$ cat config.mk
export PLATFORM = sky130hd
export DESIGN_NAME = cht_cell
export DESIGN_NICKNAME = d
export VERILOG_FILES = /design/src/rtl/core/cht_pkg.sv /design/src/rtl/core/cht_cell.sv
export SDC_FILE = /design/constraint.sdc
export NUM_CORES = 1
export LEC_CHECK = 0
export ABC_AREA = 1
export BUFFER_PORTS_ARGS = -buffer_cell sky130_fd_sc_hd__buf_2
export CORE_AREA = 2 2 115 117
export DETAILED_ROUTE_END_ITERATION = 8
export DIE_AREA = 0 0 117 119
export PLACE_DENSITY = 0.77
export SKIP_LAST_GASP = 1
export SLEW_MARGIN = 20
export SYNTH_ARGS = -nofsm -noshare
export SYNTH_HDL_FRONTEND = slang
export SYNTH_SLANG_ARGS = --single-unit
$ cat constraint.sdc
create_clock -name clk -period 6.51 [get_ports clk]
set_clock_uncertainty 0.15 [all_clocks]
set_input_delay 0.9765 -clock clk [delete_from_list [all_inputs] [get_ports clk]]
set_output_delay 0.9765 -clock clk [all_outputs]
set_load 0.03 [all_outputs]
$ cat src/rtl/core/cht_pkg.sv
// Package for the checkpoint height table: opcodes, status codes, types.
// No dependencies.
package cht_pkg;
  localparam logic [2:0] OP_CLEAR  = 3'd0;
  localparam logic [2:0] OP_APPEND = 3'd1;
  localparam logic [2:0] OP_BELOW  = 3'd2;
  localparam logic [2:0] OP_PREV   = 3'd3;
  localparam logic [2:0] OP_COVER  = 3'd4;
  localparam logic [2:0] OP_SETL   = 3'd5;
  localparam logic [1:0] ST_OK    = 2'd0;
  localparam logic [1:0] ST_FULL  = 2'd1;
  localparam logic [1:0] ST_NONE  = 2'd2;
  localparam logic [15:0] WINDOW_MASK = 16'hffff;
  typedef struct packed {
    logic [31:0] ch;
    logic [31:0] nh;
    logic [31:0] wd;
    logic        hr;
  } entry_t;
endpackage

$ cat src/rtl/core/cht_cell.sv
// One entry cell of the checkpoint chain: holds an entry, loads it on append, shifts it along.
// Depends on cht_pkg.
module cht_cell (
  input  logic            clk,
  input  logic            shift,
  input  logic            load,
  input  cht_pkg::entry_t d_in,
  input  cht_pkg::entry_t ld_in,
  output cht_pkg::entry_t q_out
);
  cht_pkg::entry_t ent_r;
  always_ff @(posedge clk) begin
    if (load) begin
      ent_r <= ld_in;
    end else if (shift) begin
      ent_r <= d_in;
    end
  end
  assign q_out = ent_r;
endmodule

# Word level (Yosys, flattened, before mapping)
# Cells that the tools add are included.
# op_classes
mux	2
n_reduce_logical	1
# ops
operator	n
$mux 97	2
$reduce_bool 2->1	1
# word_totals
ff_bits	97
input_bits	197
out_inout_bits	97
wordCells	7

# Logic depth before layout (Yosys ltp)
# Gate-level depths: netlist of run 1.
# depth
ltp_word	2
ltp_mapped	6

# Worst setup path before layout of run 1
# No wires, ideal clock.
# synth_timing
kind	input -> register
startpoint	in load
endpoint	reg ent_r, in the netlist q_out[0], enable pin
setup_time_ns	0.414
arrival_ns	2.457
t_required_ns	5.946
slack_ns	3.489
stages	3
path_buffers	2
path_cell_list	buf_4 -> buf_6 -> or2_2
# synth_between
elab_chain_len	1
# synth_lines
element	line_no	text
start, declared	cht_cell.sv:6	input logic load,
$reduce_bool 2->1 (no line)	--	
end signal, assigned	cht_cell.sv:14	ent_r <= ld_in;
end signal, assigned	cht_cell.sv:16	ent_r <= d_in;
end, declared	cht_cell.sv:11	cht_pkg::entry_t ent_r;
# No other way between the ends.
# A chain may end at the register's enable or synchronous reset.

# Worst setup path after layout of run 1
# layout_timing
startpoint	in load
endpoint	reg ent_r, in the netlist q_out[55], enable pin
# Same word-level chain as after synthesis.

==> results of run 1 <==
## how the worst max path moves through the flow
stage,from,endpoint,slack (ns),cells after the start
floorplan,load,q_out[0],3.49,3
global route,load,q_out[63],3.90,3
detailed placement,load,q_out[1],3.63,3
global placement,load,q_out[46],3.65,3
CTS,load,q_out[67],4.00,3
finish,load,q_out[55],4.00,3
## kinds of logic after synthesis
group / count (synthesis) / synth area share
DFF: 97 / 0.701
and+or+nand+nor: 292 / 0.264
buffers and inverters: 22 / 0.0349
## cell usage in the layout (no fill, tap or decap)
cell	synthesis	layout
buf_4	1	3
clkinv_2	0	1
bufinv_16	0	2
nand2_1	291	291
inv_4	1	1
clkinv_1	0	2
edfxtp_1	97	97
or2_4	0	1
buf_2	15	292
clkbuf_16	0	9
diode_2	0	1
## metal layers
metal  wire (um)  vias to the layer above  global-route usage  share of wire
li1            -                     1885                   -              -
met1        4050                     1606               0.164           0.37
met2        5490                      184               0.275           0.50
met3         988                       25              0.0499          0.090
met4         398                        0              0.0824          0.036
met5           0                        -                   0              0
## stage by stage
stage / instance area, um2 / hold slack (ns) / worst slack (ns) / std cells
global route: 6020 / 0.748 / 3.90 / 876
detailed placement: 5720 / 1.09 / 3.63 / 861
global placement: 5720 / 1.09 / 3.65 / 861
CTS: 6020 / 0.738 / 4.00 / 875
floorplan: 4160 / 1.01 / 3.49 / 411
finish: 6020 / 0.752 / 4.00 / 876
## area by class of cell
cell class | count | area [um2] | area share
Sequential cell | 97 | 2910 | 0.483
Multi-Input combinational cell | 292 | 1100 | 0.183
Tap cell | 176 | 220 | 0.0366
Antenna cell | 1 | 2.50 | 0.000415
Clock inverter | 5 | 72.6 | 0.0120
Inverter | 1 | 6.26 | 0.00104
Clock buffer | 9 | 225 | 0.0374
Timing Repair Buffer | 295 | 1480 | 0.246
## power groups by stage
stage          clock network (mW)  registers, mW  logic, mW
2_1_floorplan                   0          0.943     0.0680
3_3_place_gp                    0          0.794      0.351
3_5_place_dp                    0          0.797      0.353
4_1_cts                     0.551          0.784      0.354
5_1_grt                     0.574          0.790      0.380
6_report                    0.538          0.782      0.349
## critical path: cells and delay by family
| family | cells | cell delay, ns |
|---|---|---|
| buffers and inverters | 2 | 0.74 |
| AND/OR/NAND/NOR | 1 | 0.53 |
==> key figures, run 1 <==
Placed design
  – Port buffer count: 293
  – HPWL Detailed: 8210 um
  – GP Congestion: 0.845

Logic synthesis
  – Post-synthesis sequential area ratio: 0.701
  – EDFF count, synth: 97
  – Synth cell types: 7
  – Top cell type's share of synthesized area: 0.701
  – YS warnings: 0
  – Post-synth top area cell: edfxtp_1
  – Post-synthesis area per instance: 10.1 um2
  – Commonest cells post-synth: nand2_1, edfxtp_1, buf_2
  – Seq cells post-synth: 97
  – Ys flop type: edfxtp_1
  – Syn Nets: 608
  – Mapped cell area: 4160 um2
  – Most numerous cell in the Yosys netlist: nand2_1
  – Synth top area cells: edfxtp_1, nand2_1, buf_2
  – Async SR Flop Fraction: 0
  – Mapped Cells: 411

Floorplan
  – Die Footprint: 13900 um2
  – Die Height: 119 um
  – Core footprint: 12900 um2
  – # IOs: 294
  – Row count: 42
  – Width of the die: 117 um
  – Initial Util: 0.323

Clock tree
  – Clk sinks: 97
  – CTS root buffer: clkbuf_16
  – CTS tree: done
  – Clk buf depth: 2
  – Setup Fix Bufs, Post-CTS: 0
  – CTS Hold Bufs: 0
  – CTS Buf Count: 9
  – Post-cts resize count: 0
  – Clk slew on worst S/H paths: 0.06 ns
  – H-tree depth: 3

Global route
  – Total Routing Usage GR: 0.156
  – Vias in the first global route: 3523
  – First-pass GRT wire length: 16500 um
  – Global route overflow: 0
  – Largest net degree at the start of global routing: 98
  – Initial antenna violation count: 1

STA
  – Setup TNS: 0 ns
  – Final Hold Vio Count: 0
  – Max transition margin: 0.361
  – Fin crit period: 2.51 ns
  – RSZ-0062 raised after global routing: false
  – Setup violations, final: 0
  – Period Utilization, post-route: 0.385
  – Worst slew pin tran: 0.958 ns
  – Achievable Freq: 0.399 GHz
  – Max-slew violations: 0

Routing
  – Via density per instance: 4.22
  – Via count: 3700
  – ANT nets after route: 0
  – Initial DRC count: 159
  – DRC: 0
  – Pre-Repair DR Iteration Count: 4
  – WL per Instance: 12.5 um
  – Post-Route WL: 10900 um

Power and ir drop
  – Design Power: 1.67 mW
  – NetSw: 465 uW
  – Sw Share: 0.279
  – Seq pwr share: 0.469
  – Pint: 1.20 mW
  – Gate power share: 0.209
  – Clk pwr share: 0.322
  – VDD IR max: 0.100 mV
  – Cell area power density: 277 nW/um2
  – P_leak: 3.18 nW

Worst setup path
  – Critical path launch point type: input pin
  – CP max FO: 50
  – CP peak stage delay: 0.63 ns
  – Required @ worst endpoint: 6.32 ns
  – Critical Path End Type: register
  – Kind of critical path: in -> reg
  – Crit path top cell by count: buf_4
  – Arrival @ worst endpoint: 2.32 ns
  – Crit-path cells: buf_4 > or2_4 > buf_4
  – Crit path max-delay cell type: buf_4

Job
  – Max-cap violations: 0

Hold path
  – Min-delay src: d_in[54]
  – Hold Path Sink: q_out[54]
  – WHS Path Cells: 3
  – Hold Path Class: in -> reg

Cells and area
  – Utilization after layout: 0.468
  – Share of cells above drive strength 1: 0.442
  – Final Net Count: 893
  – Max FFs per register: 97
  – Layout filler cell count: 1256
  – Syn-to-layout area delta: 44.9%

Outcome
  – Status: complete, no violations
(Power assumes the default switching activity.)
==> inputs of run 2 (changes only) <==
--- a/config.mk
+++ b/config.mk
@@ -7,10 +7,10 @@
 export LEC_CHECK = 0
 export ABC_AREA = 1
 export BUFFER_PORTS_ARGS = -buffer_cell sky130_fd_sc_hd__buf_2
-export CORE_AREA = 2 2 115 117
+export CORE_AREA = 2 2 113 115
 export DETAILED_ROUTE_END_ITERATION = 8
-export DIE_AREA = 0 0 117 119
-export PLACE_DENSITY = 0.77
+export DIE_AREA = 0 0 115 117
+export PLACE_DENSITY = 0.81
 export SKIP_LAST_GASP = 1
 export SLEW_MARGIN = 20
 export SYNTH_ARGS = -nofsm -noshare
==> constraint.sdc (replaced) <==
create_clock -name clk -period 2.1 [get_ports clk]
set_clock_uncertainty 0.15 [all_clocks]
set_input_delay 0.315 -clock clk [delete_from_list [all_inputs] [get_ports clk]]
set_output_delay 0.315 -clock clk [all_outputs]
set_load 0.03 [all_outputs]
==> key figures, run 2 (same netlist as run 1, synthesis figures left out) <==
Floorplan
  – Width of the die: 115 um
  – Die Height: 117 um
  – Die Footprint: 13500 um2
  – Row count: 41
  – # IOs: 294
  – Core footprint: 12300 um2
  – Initial Util: 0.338

Power and ir drop
  – P_leak: 3.16 nW
  – Cell area power density: 837 nW/um2
  – VDD IR max: 0.504 mV

Cells and area
  – Syn-to-layout area delta: 43.6%
  – Final Net Count: 895
  – Share of cells above drive strength 1: 0.444
  – Max FFs per register: 97
  – Antenna cells: 0
  – Most common cell after layout, fill and taps aside: buf_2
  – Most frequent cells in the layout: buf_2, nand2_1, edfxtp_1

Routing
  – Pre-Repair DR Iteration Count: 4
  – DRC: 0
  – ANT nets after route: 0
  – WL per Instance: 13.5 um
  – Via count: 3744
  – Initial DRC count: 199
  – Post-Route WL: 11500 um
  – Via density per instance: 4.39

Clock tree
  – H-tree depth: 3
  – Clk slew on worst S/H paths: 0.06 ns
  – CTS Buf Count: 9
  – Setup Fix Bufs, Post-CTS: 0
  – Clk sinks: 97
  – CTS tree: done
  – CTS Hold Bufs: 0
  – Post-cts resize count: 0
  – CTS root buffer: clkbuf_16
  – Clk buf depth: 2

Placed design
  – GP Congestion: 0.783
  – Worst slack at placement: 0.416 ns
  – HPWL Detailed: 8680 um
  – Port buffer count: 293

Worst setup path
  – Crit-path cells: buf_2
  – Crit path max-delay cell type: edfxtp_1
  – CP peak stage delay: 0.42 ns
  – Critical path launch point type: register
  – Buf/Inv on CP: 1
  – Kind of critical path: reg -> out
  – Required @ worst endpoint: 1.63 ns
  – Arrival @ worst endpoint: 0.95 ns
  – Critical Path End Type: output pin
  – Cell family with most CP delay: flip-flops
  – CP max FO: 1

Global route
  – Global route overflow: 0
  – First-pass GRT wire length: 16500 um
  – Vias in the first global route: 3407
  – Total Routing Usage GR: 0.163
  – Largest net degree at the start of global routing: 98
  – Initial antenna violation count: 0

STA
  – Max transition margin: 0.377
  – Fin crit period: 1.42 ns
  – Final Hold Vio Count: 0
  – Final worst slack: 0.680 ns
  – Period Utilization, post-route: 0.676
  – RSZ-0062 raised after global routing: false
  – Achievable Freq: 0.704 GHz
  – Worst slew pin tran: 0.935 ns
  – Setup violations, final: 0
  – Setup TNS: 0 ns
  – Max-slew violations: 0

Job
  – Max-cap violations: 0

Hold path
  – Hold Path Class: in -> reg

Outcome
  – Status: complete, no violations
## run 2: stage by stage
step                instances   util  total power [mW]  hold WS [ns]  instance area [um2]
floorplan                 411      -              3.13         0.344                 4160
detailed placement        837  0.464              3.57         0.432                 5710
finish                    853  0.485              5.00        0.0860                 5970
CTS                       853  0.485              5.07        0.0665                 5970
global placement          837  0.464              3.55         0.429                 5710
global route              853  0.485              5.22        0.0773                 5970
## run 2: path summary, 6_finish.rpt
kind / end / cells after the start / from
max: q_out[39] / 1 / q_out[39]
min: q_out[49] / 3 / d_in[49]
## run 2: layout make-up
type / instances / area (um2)
clock inverters: 6 / 35.0
clock buffers: 10 / 229
flip-flops and latches: 97 / 2910
multi-input cells: 292 / 1100
repair buffers: 297 / 1500
fillers: 1181 / 6340
inverters: 1 / 6.26
well taps: 150 / 188
## run 2: report_power, final
| group | leakage [nW] | switching [mW] | total, mW | internal [mW] |
|---|---|---|---|---|
| Clock | 0.120 | 0.688 | 1.48 | 0.793 |
| Sequential | 0.999 | 0.0560 | 2.43 | 2.38 |
| Combinational | 2.04 | 0.748 | 1.09 | 0.337 |
| Total | 3.16 | 1.49 | 5.00 | 3.51 |
## run 2: per-layer routing
| layer | vias up | global-route usage | share of wire | wire (um) |
|---|---|---|---|---|
| li1 | 1891 | - | - | - |
| met1 | 1640 | 0.192 | 0.40 | 4640 |
| met2 | 200 | 0.277 | 0.49 | 5700 |
| met3 | 13 | 0.0427 | 0.085 | 980 |
| met4 | 0 | 0.0811 | 0.018 | 205 |
| met5 | - | 0 | 0 | 0 |
